--- config.mk ---
export PLATFORM = sky130hd
export DESIGN_NAME = averaged_compass_heading
export DESIGN_NICKNAME = d
export VERILOG_FILES = /design/src/hw/rtl/ach_pkg.sv /design/src/hw/rtl/ach_cell.sv /design/src/hw/rtl/ach_window.sv /design/src/hw/rtl/ach_cordic.sv /design/src/hw/rtl/averaged_compass_heading.sv
export SDC_FILE = /design/constraint.sdc
export NUM_CORES = 1
export LEC_CHECK = 0
export BUFFER_PORTS_ARGS = -buffer_cell sky130_fd_sc_hd__buf_2
export CELL_PAD_IN_SITES_DETAIL_PLACEMENT = 1
export CELL_PAD_IN_SITES_GLOBAL_PLACEMENT = 1
export CORE_MARGIN = 1
export CORE_UTILIZATION = 50
export CTS_CLUSTER_DIAMETER = 100
export CTS_CLUSTER_SIZE = 12
export DETAILED_ROUTE_END_ITERATION = 8
export PLACE_DENSITY_LB_ADDON = 0.1
export SLEW_MARGIN = 0
export SYNTH_ARGS = -nofsm -noshare
export SYNTH_HDL_FRONTEND = slang
export SYNTH_SLANG_ARGS = --single-unit
--- constraint.sdc ---
create_clock -name clk -period 10.2 [get_ports clk]
set_input_delay 3.06 -clock clk [delete_from_list [all_inputs] [get_ports clk]]
set_output_delay 3.06 -clock clk [all_outputs]
set_load 0.02 [all_outputs]
--- src/hw/rtl/ach_pkg.sv ---
// ----------------------------------------------------------------------------
// ach_pkg
// Types, constants and the arctangent table of the averaged compass heading.
// ----------------------------------------------------------------------------
package ach_pkg;

	localparam int WINDOW       = 8;
	localparam int SAMPLE_W     = 16;
	localparam int SUM_W        = SAMPLE_W + $clog2(WINDOW);
	localparam int PRE_SHIFT    = 8;
	localparam int VEC_W        = SUM_W + PRE_SHIFT + 3;
	localparam int CORDIC_STEPS = 16;
	localparam int STEP_W       = $clog2(CORDIC_STEPS);
	localparam int ANG_W        = 22;
	localparam int ANG_FRAC     = 8;
	localparam int DEG_W        = 16;
	localparam int HEAD_W       = 13;
	localparam int IN_TDATA_W   = 2 * SAMPLE_W;
	localparam int OUT_TDATA_W  = ((HEAD_W + 7) / 8) * 8;

	localparam logic signed [ANG_W-1:0] ANG_180   = 22'sd737280;
	localparam logic signed [ANG_W:0]   ANG_ROUND = 23'sd128;
	localparam logic signed [DEG_W-1:0] HEAD_MAX  = 16'sd2880;
	localparam logic signed [DEG_W-1:0] HEAD_OFS  = 16'sd1440;
	localparam logic signed [DEG_W-1:0] HEAD_WRAP = 16'sd5760;

	typedef logic signed [SAMPLE_W-1:0] sample_t;
	typedef logic signed [SUM_W-1:0]    sum_t;
	typedef logic signed [ANG_W-1:0]    angle_t;

	typedef struct packed {
		logic busy;
		logic done;
	} cordic_stat_t;

	// atan(2^-i) in 1/4096 degree
	function automatic angle_t atan_lut(input logic [STEP_W-1:0] idx);
		angle_t a;
		unique case (idx)
			4'd0:  a = 22'sd184320;
			4'd1:  a = 22'sd108810;
			4'd2:  a = 22'sd57492;
			4'd3:  a = 22'sd29184;
			4'd4:  a = 22'sd14649;
			4'd5:  a = 22'sd7331;
			4'd6:  a = 22'sd3667;
			4'd7:  a = 22'sd1833;
			4'd8:  a = 22'sd917;
			4'd9:  a = 22'sd458;
			4'd10: a = 22'sd229;
			4'd11: a = 22'sd115;
			4'd12: a = 22'sd57;
			4'd13: a = 22'sd29;
			4'd14: a = 22'sd14;
			4'd15: a = 22'sd7;
		endcase
		return a;
	endfunction

endpackage

--- src/hw/rtl/ach_cell.sv ---
// ----------------------------------------------------------------------------
// ach_cell
// One sample slot of the averaging window; passes its sample on at each shift.
// ----------------------------------------------------------------------------
module ach_cell (
	input  logic             clk,
	input  logic             arst_n,
	input  logic             shift_en,
	input  ach_pkg::sample_t x_in,
	input  ach_pkg::sample_t y_in,
	output ach_pkg::sample_t x_out,
	output ach_pkg::sample_t y_out
);

	ach_pkg::sample_t x_q;
	ach_pkg::sample_t y_q;

	always_ff @(posedge clk or negedge arst_n) begin
		if (!arst_n) begin
			x_q <= '0;
			y_q <= '0;
		end else if (shift_en) begin
			x_q <= x_in;
			y_q <= y_in;
		end
	end

	assign x_out = x_q;
	assign y_out = y_q;

endmodule

--- src/hw/rtl/ach_window.sv ---
// ----------------------------------------------------------------------------
// ach_window
// Row of sample cells with running sums; the oldest sample leaves the far end.
// ----------------------------------------------------------------------------
module ach_window (
	input  logic             clk,
	input  logic             arst_n,
	input  logic             shift_en,
	input  ach_pkg::sample_t x_in,
	input  ach_pkg::sample_t y_in,
	output ach_pkg::sum_t    sum_x,
	output ach_pkg::sum_t    sum_y
);

	ach_pkg::sample_t cx [ach_pkg::WINDOW+1];
	ach_pkg::sample_t cy [ach_pkg::WINDOW+1];
	ach_pkg::sum_t    sum_x_q;
	ach_pkg::sum_t    sum_y_q;

	assign cx[0] = x_in;
	assign cy[0] = y_in;

	for (genvar i = 0; i < ach_pkg::WINDOW; i++) begin : g_cell
		ach_cell u_cell (
			.clk      (clk),
			.arst_n   (arst_n),
			.shift_en (shift_en),
			.x_in     (cx[i]),
			.y_in     (cy[i]),
			.x_out    (cx[i+1]),
			.y_out    (cy[i+1])
		);
	end

	always_ff @(posedge clk or negedge arst_n) begin
		if (!arst_n) begin
			sum_x_q <= '0;
			sum_y_q <= '0;
		end else if (shift_en) begin
			sum_x_q <= sum_x_q + ach_pkg::SUM_W'(x_in) - ach_pkg::SUM_W'(cx[ach_pkg::WINDOW]);
			sum_y_q <= sum_y_q + ach_pkg::SUM_W'(y_in) - ach_pkg::SUM_W'(cy[ach_pkg::WINDOW]);
		end
	end

	assign sum_x = sum_x_q;
	assign sum_y = sum_y_q;

endmodule

--- src/hw/rtl/ach_cordic.sv ---
// ----------------------------------------------------------------------------
// ach_cordic
// Iterative vectoring CORDIC, one micro-rotation per cycle; angle in 1/4096 deg.
// ----------------------------------------------------------------------------
module ach_cordic (
	input  logic                  clk,
	input  logic                  arst_n,
	input  logic                  start,
	input  logic                  ack,
	input  ach_pkg::sum_t         x_in,
	input  ach_pkg::sum_t         y_in,
	output ach_pkg::angle_t       angle,
	output ach_pkg::cordic_stat_t stat
);

	localparam logic [1:0] ST_IDLE = 2'd0;
	localparam logic [1:0] ST_RUN  = 2'd1;
	localparam logic [1:0] ST_DONE = 2'd2;

	logic [1:0]                      state_q;
	logic [ach_pkg::STEP_W-1:0]      step_q;
	logic signed [ach_pkg::VEC_W-1:0] x_q;
	logic signed [ach_pkg::VEC_W-1:0] y_q;
	ach_pkg::angle_t                 z_q;
	logic                            zero_q;

	logic signed [ach_pkg::VEC_W-1:0] xs;
	logic signed [ach_pkg::VEC_W-1:0] ys;
	logic signed [ach_pkg::VEC_W-1:0] dx;
	logic signed [ach_pkg::VEC_W-1:0] dy;

	assign xs = ach_pkg::VEC_W'(x_in) <<< ach_pkg::PRE_SHIFT;
	assign ys = ach_pkg::VEC_W'(y_in) <<< ach_pkg::PRE_SHIFT;
	assign dx = y_q >>> step_q;
	assign dy = x_q >>> step_q;

	always_ff @(posedge clk or negedge arst_n) begin
		if (!arst_n) begin
			state_q <= ST_IDLE;
			step_q  <= '0;
		end else begin
			unique case (state_q)
				ST_IDLE: begin
					if (start) begin
						state_q <= ST_RUN;
						step_q  <= '0;
					end
				end
				ST_RUN: begin
					step_q <= step_q + 1'b1;
					if (step_q == ach_pkg::STEP_W'(ach_pkg::CORDIC_STEPS - 1))
						state_q <= ST_DONE;
				end
				ST_DONE: begin
					if (ack)
						state_q <= ST_IDLE;
				end
				default: state_q <= ST_IDLE;
			endcase
		end
	end

	always_ff @(posedge clk) begin
		if (state_q == ST_IDLE && start) begin
			zero_q <= (x_in == '0) && (y_in == '0);
			if (xs < 0) begin
				x_q <= -xs;
				y_q <= -ys;
				z_q <= (y_in >= 0) ? ach_pkg::ANG_180 : -ach_pkg::ANG_180;
			end else begin
				x_q <= xs;
				y_q <= ys;
				z_q <= '0;
			end
		end else if (state_q == ST_RUN) begin
			if (y_q > 0) begin
				x_q <= x_q + dx;
				y_q <= y_q - dy;
				z_q <= z_q + ach_pkg::atan_lut(step_q);
			end else begin
				x_q <= x_q - dx;
				y_q <= y_q + dy;
				z_q <= z_q - ach_pkg::atan_lut(step_q);
			end
		end
	end

	assign angle     = zero_q ? '0 : z_q;
	assign stat.busy = (state_q != ST_IDLE);
	assign stat.done = (state_q == ST_DONE);

endmodule

--- src/hw/rtl/averaged_compass_heading.sv ---
// ----------------------------------------------------------------------------
// averaged_compass_heading
// Heading of the moving average of magnetometer samples.
// Input stream: one x/y sample per transfer on s_axis. Each sample enters a
// shift row of WINDOW cells (cleared at reset) and updates the running sums.
// Output stream: one heading per sample on m_axis, in 1/16 degree, the
// angle of the summed vector minus 90 degrees, wrapped into -180..180.
// A result passes the start register, the CORDIC load, the 16 micro-rotations
// of the shared CORDIC and its done state on the way to the output register.
// One sample at a time: s_axis_tready is low from the input transfer until
// the CORDIC result has moved into the output register.
// A stalled result stays in the output register; the next sample is still
// taken and its result waits in the CORDIC until the register frees.
// Reset clears the window, the sums and all handshakes.
// ----------------------------------------------------------------------------
module averaged_compass_heading (
	input  logic                               clk,
	input  logic                               arst_n,
	input  logic                               s_axis_tvalid,
	output logic                               s_axis_tready,
	input  logic [ach_pkg::IN_TDATA_W-1:0]     s_axis_tdata,  // mag_x, mag_y
	output logic                               m_axis_tvalid,
	input  logic                               m_axis_tready,
	output logic [ach_pkg::OUT_TDATA_W-1:0]    m_axis_tdata   // heading
);

	logic                      busy_q;
	logic                      start_q;
	logic                      out_valid_q;
	logic [ach_pkg::HEAD_W-1:0] heading_q;

	logic                      in_xfer;
	logic                      take;
	ach_pkg::sum_t             sum_x;
	ach_pkg::sum_t             sum_y;
	ach_pkg::angle_t           angle;
	ach_pkg::cordic_stat_t     stat;

	logic signed [ach_pkg::ANG_W:0]   rsum;
	logic signed [ach_pkg::ANG_W:0]   rshift;
	logic signed [ach_pkg::DEG_W-1:0] deg;
	logic signed [ach_pkg::DEG_W-1:0] deg_clamp;
	logic signed [ach_pkg::DEG_W-1:0] deg_ofs;
	logic signed [ach_pkg::DEG_W-1:0] deg_wrap;

	assign s_axis_tready = !busy_q;
	assign in_xfer       = s_axis_tvalid && s_axis_tready;
	assign take          = stat.done && (!out_valid_q || m_axis_tready);

	ach_window u_window (
		.clk      (clk),
		.arst_n   (arst_n),
		.shift_en (in_xfer),
		.x_in     (s_axis_tdata[ach_pkg::SAMPLE_W-1:0]),
		.y_in     (s_axis_tdata[ach_pkg::IN_TDATA_W-1:ach_pkg::SAMPLE_W]),
		.sum_x    (sum_x),
		.sum_y    (sum_y)
	);

	ach_cordic u_cordic (
		.clk    (clk),
		.arst_n (arst_n),
		.start  (start_q),
		.ack    (take),
		.x_in   (sum_x),
		.y_in   (sum_y),
		.angle  (angle),
		.stat   (stat)
	);

	// round to 1/16 degree, clamp, rotate by -90 degrees and wrap
	always_comb begin
		rsum      = (ach_pkg::ANG_W + 1)'(angle) + ach_pkg::ANG_ROUND;
		rshift    = rsum >>> ach_pkg::ANG_FRAC;
		deg       = rshift[ach_pkg::DEG_W-1:0];
		deg_clamp = deg;
		if (deg > ach_pkg::HEAD_MAX)
			deg_clamp = ach_pkg::HEAD_MAX;
		else if (deg < -ach_pkg::HEAD_MAX)
			deg_clamp = -ach_pkg::HEAD_MAX;
		deg_ofs  = deg_clamp - ach_pkg::HEAD_OFS;
		deg_wrap = (deg_ofs < -ach_pkg::HEAD_MAX) ? deg_ofs + ach_pkg::HEAD_WRAP : deg_ofs;
	end

	always_ff @(posedge clk or negedge arst_n) begin
		if (!arst_n) begin
			busy_q      <= 1'b0;
			start_q     <= 1'b0;
			out_valid_q <= 1'b0;
		end else begin
			start_q <= in_xfer;
			if (in_xfer)
				busy_q <= 1'b1;
			else if (take)
				busy_q <= 1'b0;
			if (take)
				out_valid_q <= 1'b1;
			else if (m_axis_tready)
				out_valid_q <= 1'b0;
		end
	end

	always_ff @(posedge clk) begin
		if (take)
			heading_q <= deg_wrap[ach_pkg::HEAD_W-1:0];
	end

	assign m_axis_tvalid = out_valid_q;
	assign m_axis_tdata  = {{(ach_pkg::OUT_TDATA_W - ach_pkg::HEAD_W){1'b0}}, heading_q};

endmodule

# Word-level counts from Yosys, hierarchy flattened

Memories as Yosys holds them, arrays and structs flattened.
Cells that the tools add are included.

Register bits: 399
Memory bits (read-only): 576
Logic and storage cells: 109
Output and inout bits: 18
Memories kept: 2

$add $sub $neg: 16
Reductions and logical operators: 16
Shifts and indexed selects: 2
Magnitude comparators: 6
Equal/unequal tests: 6
Multiplexer cells: 33

Memories:

| name            | words | bits a word | rd ports | clocked after memory_dff | wr ports | line          | text |
|---|---|---|---|---|---|---|---|
| (no name shown) | 16    | 18          | 1        | 0                        | 0        | ach_pkg.sv:39 | `unique case (idx)` |
| (no name shown) | 16    | 18          | 1        | 0                        | 0        | ach_pkg.sv:39 |  |

Operators by type and width:

| operator                                                                              | count |
|---|---|
| 22-bit 2-to-1 mux                                                                     | 12 |
| 30-bit 2-to-1 mux                                                                     | 8 |
| 30-bit adder                                                                          | 2 |
| 27-bit negation with 30-bit output                                                    | 2 |
| 30-bit by 4-bit >>> shifter with 30-bit output                                        | 2 |
| 30-bit subtractor                                                                     | 2 |
| 19-bit by 16-bit adder with 19-bit output                                             | 2 |
| 19-bit logical NOT                                                                    | 2 |
| 19-bit by 16-bit subtractor with 19-bit output                                        | 2 |
| 16-bit 2-to-1 mux                                                                     | 2 |
| 30-bit by 1-bit > comparator with 1-bit output (second input constant)                | 1 |
| 27-bit by 1-bit less-than comparator with 1-bit output (second input constant)        | 1 |
| 22-bit by 9-bit adder with 23-bit output (second input constant)                      | 1 |
| 22-bit adder                                                                          | 1 |
| 22-bit subtractor                                                                     | 1 |
| 19-bit by 1-bit greater-or-equal comparator with 1-bit output (second input constant) | 1 |
| 16-bit by 13-bit less-than comparator with 1-bit output (second input constant)       | 1 |
| 16-bit by 12-bit subtractor with 16-bit output (second input constant)                | 1 |
| 15-bit by 13-bit > comparator with 1-bit output (second input constant)               | 1 |
| 15-bit by 13-bit less-than comparator with 1-bit output (second input constant)       | 1 |
| 13-bit adder (second input constant)                                                  | 1 |
| 13-bit 2-to-1 mux                                                                     | 1 |
| 4-bit one-hot mux with 2 select lines                                                 | 1 |
| 2-bit nonzero test                                                                    | 4 |
| other kinds (16)                                                                      | 26 |

# Longest topological paths before layout

Word-level depth: 8
Depth in mapped cells: 27

# Hierarchy

A second synthesis with hierarchy kept.

Cells, all modules: 2938
Area, all modules: 30945.9 µm²

Modules (own cells, without submodules):

| module                   | cells an instance | seq. area each (µm²) | area an instance (µm²) | times used |
|---|---|---|---|---|
| ach_cordic               | 1636              | 2642.5               | 13825.8                | 1 |
| ach_cell                 | 68                | 800.8                | 1345.0                 | 8 |
| ach_window               | 526               | 950.9                | 4384.2                 | 1 |
| averaged_compass_heading | 232               | 465.4                | 1975.6                 | 1 |

# Worst setup path after synthesis

OpenSTA, ideal clock, no wires.

Path type: input to register
From: input port s_axis_tdata[1] (netlist name)
To: register u_window.sum_x_q[17], in the netlist u_window.sum_x[17]
Data arrival time: 5919 ps
Slack: 4148 ps
Data required time: 10067 ps
Stages: 14
Cell sequence: inv_1 > fa_1 > inv_1 > ha_1 > a21o_1 > a21o_1 > a21oi_1 > o21ai_0 > a211oi_1 > o31ai_1 > or4_1 > a31oi_1 > xor2_1 > o21ai_0

Word-level cells in the longest chain between the ends: 2

Ends and longest elaborated chain:

| item                                           | line                           | text |
|---|---|---|
| start, declared                                | averaged_compass_heading.sv:21 | `input logic [ach_pkg::IN_TDATA_W-1:0] s_axis_tdata,` |
| 19-bit by 16-bit adder with 19-bit output      | ach_window.sv:40               | `sum_x_q <= sum_x_q + ach_pkg::SUM_W'(x_in) - ach_pkg::SUM_W'(cx[ach_pkg::WINDOW]);` |
| 19-bit by 16-bit subtractor with 19-bit output | ach_window.sv:40               |  |
| end signal, assigned                           | ach_window.sv:40               |  |
| end, declared                                  | ach_window.sv:17               | `ach_pkg::sum_t sum_x_q;` |

Every way passes these cells.
A chain may end at the register's enable or synchronous reset.

# Final worst setup path

From: register u_cordic.step_q[0] (netlist name)
To: register u_cordic.x_q[25] (netlist name), data pin

Word-level cells in the longest chain between the ends: 5
Elaborated cells between the ends (all ways): 6
Classes of those cells: add/sub: 2; shift: 1; mux: 3

Ends and longest elaborated chain:

| item                                                     | line                               | text |
|---|---|---|
| start, declared                                          | ach_cordic.sv:21                   | `logic [ach_pkg::STEP_W-1:0] step_q;` |
| start signal, assigned                                   | ach_cordic.sv:50                   | `step_q <= step_q + 1'b1;` |
| 30-bit by 4-bit >>> shifter with 30-bit output (*)       | ach_cordic.sv:34                   | `assign dx = y_q >>> step_q;` |
| 30-bit subtractor / 30-bit adder (equally long branches) | ach_cordic.sv:81, ach_cordic.sv:77 |  |
| 30-bit 2-to-1 mux (*)                                    | ach_cordic.sv:76                   | `if (y_q > 0) begin` |
| 30-bit 2-to-1 mux (*)                                    | ach_cordic.sv:75                   | `end else if (state_q == ST_RUN) begin` |
| 30-bit 2-to-1 mux (*)                                    | ach_cordic.sv:64                   | `if (state_q == ST_IDLE && start) begin` |
| end signal, assigned                                     | ach_cordic.sv:67                   | `x_q <= -xs;` |
| end signal, assigned                                     | ach_cordic.sv:77                   | `x_q <= x_q + dx;` |
| end signal, assigned                                     | ach_cordic.sv:81                   | `x_q <= x_q - dx;` |
| end, declared                                            | ach_cordic.sv:22                   | `logic signed [ach_pkg::VEC_W-1:0] x_q;` |

Mark *: on every way between the ends. The rest lies on a longest branch, timed or not. The select of a mux whose other input is x is not followed.

==> summary.txt <==
Setup path
  – CP Launch Type: register
  – Critical path class: reg -> reg
  – WP data arrival: 6.88 ns
  – Slowest-stage cell, CP: mux4_1
  – CP endpoint kind: register
  – Worst-path cell chain: buf_4 -> mux4_1 -> mux4_1 -> nor4_4 -> nand2_1 -> nor2_1 -> nand3_1 -> nand2_1 -> xnor2_1 -> ha_1 -> and3_1 -> and2_1 -> a21oi_1 -> nand2_1 -> a31oi_1 -> o21ai_0 -> a41oi_1 -> nor2b_1 -> xor2_1 -> o21ai_0
  – CP required: 10.52 ns
  – Most used cell, CP: nand2_1
  – Reg2Reg Setup Slack: 3.64 ns
  – Worst path max stage delay: 0.73 ns
  – CP max FO: 45
  – Worst r2r path cells: 20

Final layout
  – Area delta synth->final: 6.618%
  – Fraction of layout cells with a size suffix above 1: 7.834%
  – Final Non-Filler Cells: 3901
  – Ant. Diodes: 0
  – Post-layout util: 53.89%
  – Fill count: 6464
  – Layout Nets: 3345

STA
  – Worst slew pin tran: 1.145 ns
  – Final min period: 6.563 ns
  – Finish-stage setup viols: 0
  – Clock skew: 0.03898 ns
  – Total negative slack: 0 ns
  – Slew margin rel.: 23.39%
  – Slew Viols, Final: 0
  – Hold slack final: 0.4587 ns
  – RSZ-0062 raised after global routing: false
  – Fmax: 0.1524 GHz
  – Fin. Hold Viols: 0
  – Fin crit share: 64.34%

Clock network
  – Htree depth: 2
  – Post-CTS Hold Buffers: 0
  – CTS tree: done
  – Skew-Pair Late Insertion Delay: 0.59 ns
  – Clk sinks: 399
  – Post-cts sizing count: 0
  – Root Buffer: clkbuf_16
  – Post-CTS Setup Bufs: 0
  – CTS Buf Count: 39
  – CTS clk-pin slew, worst paths: 0.07 ns
  – CTS max path bufs: 3

Placed design
  – Placed cells: 3845
  – Routability cong.: 0.9785
  – Port Buffers: 50
  – HPWL after detailed placement: 54230 um

Drt
  – ANT nets after route: 0
  – DR WL/cell: 19.25 um
  – Vias: 22660
  – Drt pass-1 iters: 5
  – Vias per std cell: 5.809
  – DRC errors left: 0
  – WL final: 75080 um
  – DR iter-0 viols: 1365

Min path
  – HP Class: reg -> reg
  – WHS Path Cells: 2

GRT
  – Total GRT Usage: 27.19%
  – Largest net degree at the start of global routing: 132
  – Initial antenna violation count: 1
  – Remaining global-route overflow: 0
  – Vias in the first global route: 23980
  – Global-route wire length before repair: 126000 um

Synthesis
  – FFs w/ async S/R, synth: 75.94%
  – Post-Syn Instances: 3169
  – Post-synthesis sequential area ratio: 37.66%
  – Prevailing post-synth register cell: dfrtp_1
  – Ys Warns: 0
  – Synth Register Bits: 399
  – Netlist Area Pre-Place: 27790 um^2
  – Post-synth EDFFs: 96
  – Library cells used by synthesis: 91
  – Avg Synthesized Cell Area: 8.770 um^2

Floorplanning
  – Initial Utilization: 50.54%
  – Die span in x: 237.8 um
  – I/O pin cnt: 54
  – Row cnt: 86
  – Core area: 54990 um^2
  – Die Height: 237.8 um
  – Die outline area: 56530 um^2

Job
  – Max-cap violations: 0

Status
  – Run status: finished, final reports clean
[state kept, by name (all words and copies together), names as in the netlist]
register                      cells
busy_q                            1
u_cordic.state_q                  2
u_window.sum_y                   19
u_window.sum_x                   19
u_cordic.y_q                     30
u_window.g_cell.u_cell.x_out    128
heading_q                        13
u_cordic.step_q                   4
u_window.g_cell.u_cell.y_out    128
u_cordic.zero_q                   1
start_q                           1
u_cordic.x_q                     30
u_cordic.z_q                     22
m_axis_tvalid                     1
[per-layer routing]
layer / track usage, % / part of all wire, % / vias to the layer above
met1: 37.37 / 46 / 11390
met5: 0 / 0 / -
li1: - / - / 10750
met4: 7.527 / 2.5 / 0
met2: 45.22 / 47 / 393
met3: 3.345 / 3.7 / 123
[critical path, delay by kind of cell (launching register included)]
| kind | cells | cell delay, ns |
|---|---|---|
| AO/OA/AOI/OAI | 5 | 1.23 |
| XOR/XNOR | 2 | 0.34 |
| adder cells (fa/ha/maj) | 1 | 0.33 |
| buffers and inverters | 1 | 0.65 |
| flip-flops | 1 | 0.71 |
| multiplexers | 2 | 1.33 |
| AND/OR/NAND/NOR | 9 | 1.67 |
[synthesized netlist by cell type, types with 66 or more instances]
cell      instances  share of area [%]
xor2_1           82                2.6
inv_1           191                2.6
clkbuf_1         93                1.3
ha_1            132                5.9
xnor2_1         126                4.0
a21oi_1         136                2.4
edfxtp_1         96                 10
nand2_1         887                 12
o21ai_0         181                3.3
nor2_1          156                2.1
mux4_2           66                5.3
dfrtp_1         303                 27
[final timing paths]
kind / end / start
worst max register to register: u_cordic.x_q[25] / u_cordic.step_q[0]
worst min-delay path: u_window.g_cell[2].u_cell.x_out[15] / u_window.g_cell[1].u_cell.x_out[15]
max in group asynchronous: u_window.g_cell[0].u_cell.x_out[11] / arst_n
worst max-delay path: u_cordic.x_q[25] / u_cordic.step_q[0]
worst min register to register: u_window.g_cell[2].u_cell.x_out[15] / u_window.g_cell[1].u_cell.x_out[15]
min in group asynchronous: u_window.g_cell[4].u_cell.y_out[5] / arst_n
[metrics by stage]
stage                     instance area [um^2]  worst slack [ns]
after floorplan                          27800             4.148
after global placement                   28560             3.698
after detailed placement                 28560             3.543
after CTS                                29630             3.705
after global routing                     29630             3.241
final                                    29630             3.637
[layout by cell type, fill, tap and decap left out, drive strengths merged, types with 71 or more instances in the layout]
cell | synthesis | routed
a21oi | 137 | 137
buf | 52 | 71
dfrtp | 303 | 303
edfxtp | 96 | 96
ha | 132 | 132
inv | 194 | 196
mux4 | 73 | 73
nand2 | 888 | 888
nor2 | 157 | 157
o21ai | 185 | 185
xnor2 | 126 | 126
xor2 | 82 | 82
[kinds of logic (layout without fill, tap and decap cells)]
logic type / count (synthesis) / count (layout) / share of synthesized area [%]
buffers and inverters: 341 / 323 / 4.921
adder cells (fa/ha/maj): 171 / 171 / 8.752
AND/OR/NAND/NOR: 1330 / 1330 / 20.58
other: 1 / 3 / 0.01349
multiplexers: 141 / 141 / 8.585
flip-flops: 399 / 399 / 37.66
XOR/XNOR: 208 / 208 / 6.555
AO/OA/AOI/OAI: 578 / 578 / 12.94
[area by class of cell]
class	count	area [um^2]	share of cell area (%)
sequential	399	10470	35.34
clock inverter	3	43.79	0.1478
clock buffer	53	1028	3.471
multi-input combinational	2431	15980	53.92
inverter	196	744.5	2.512
timing repair buffer	71	430.4	1.453
tap	748	935.9	3.159
Power is not shown: default switching activity piles up to over one toggle a cycle in this logic, so the estimate is an artifact.
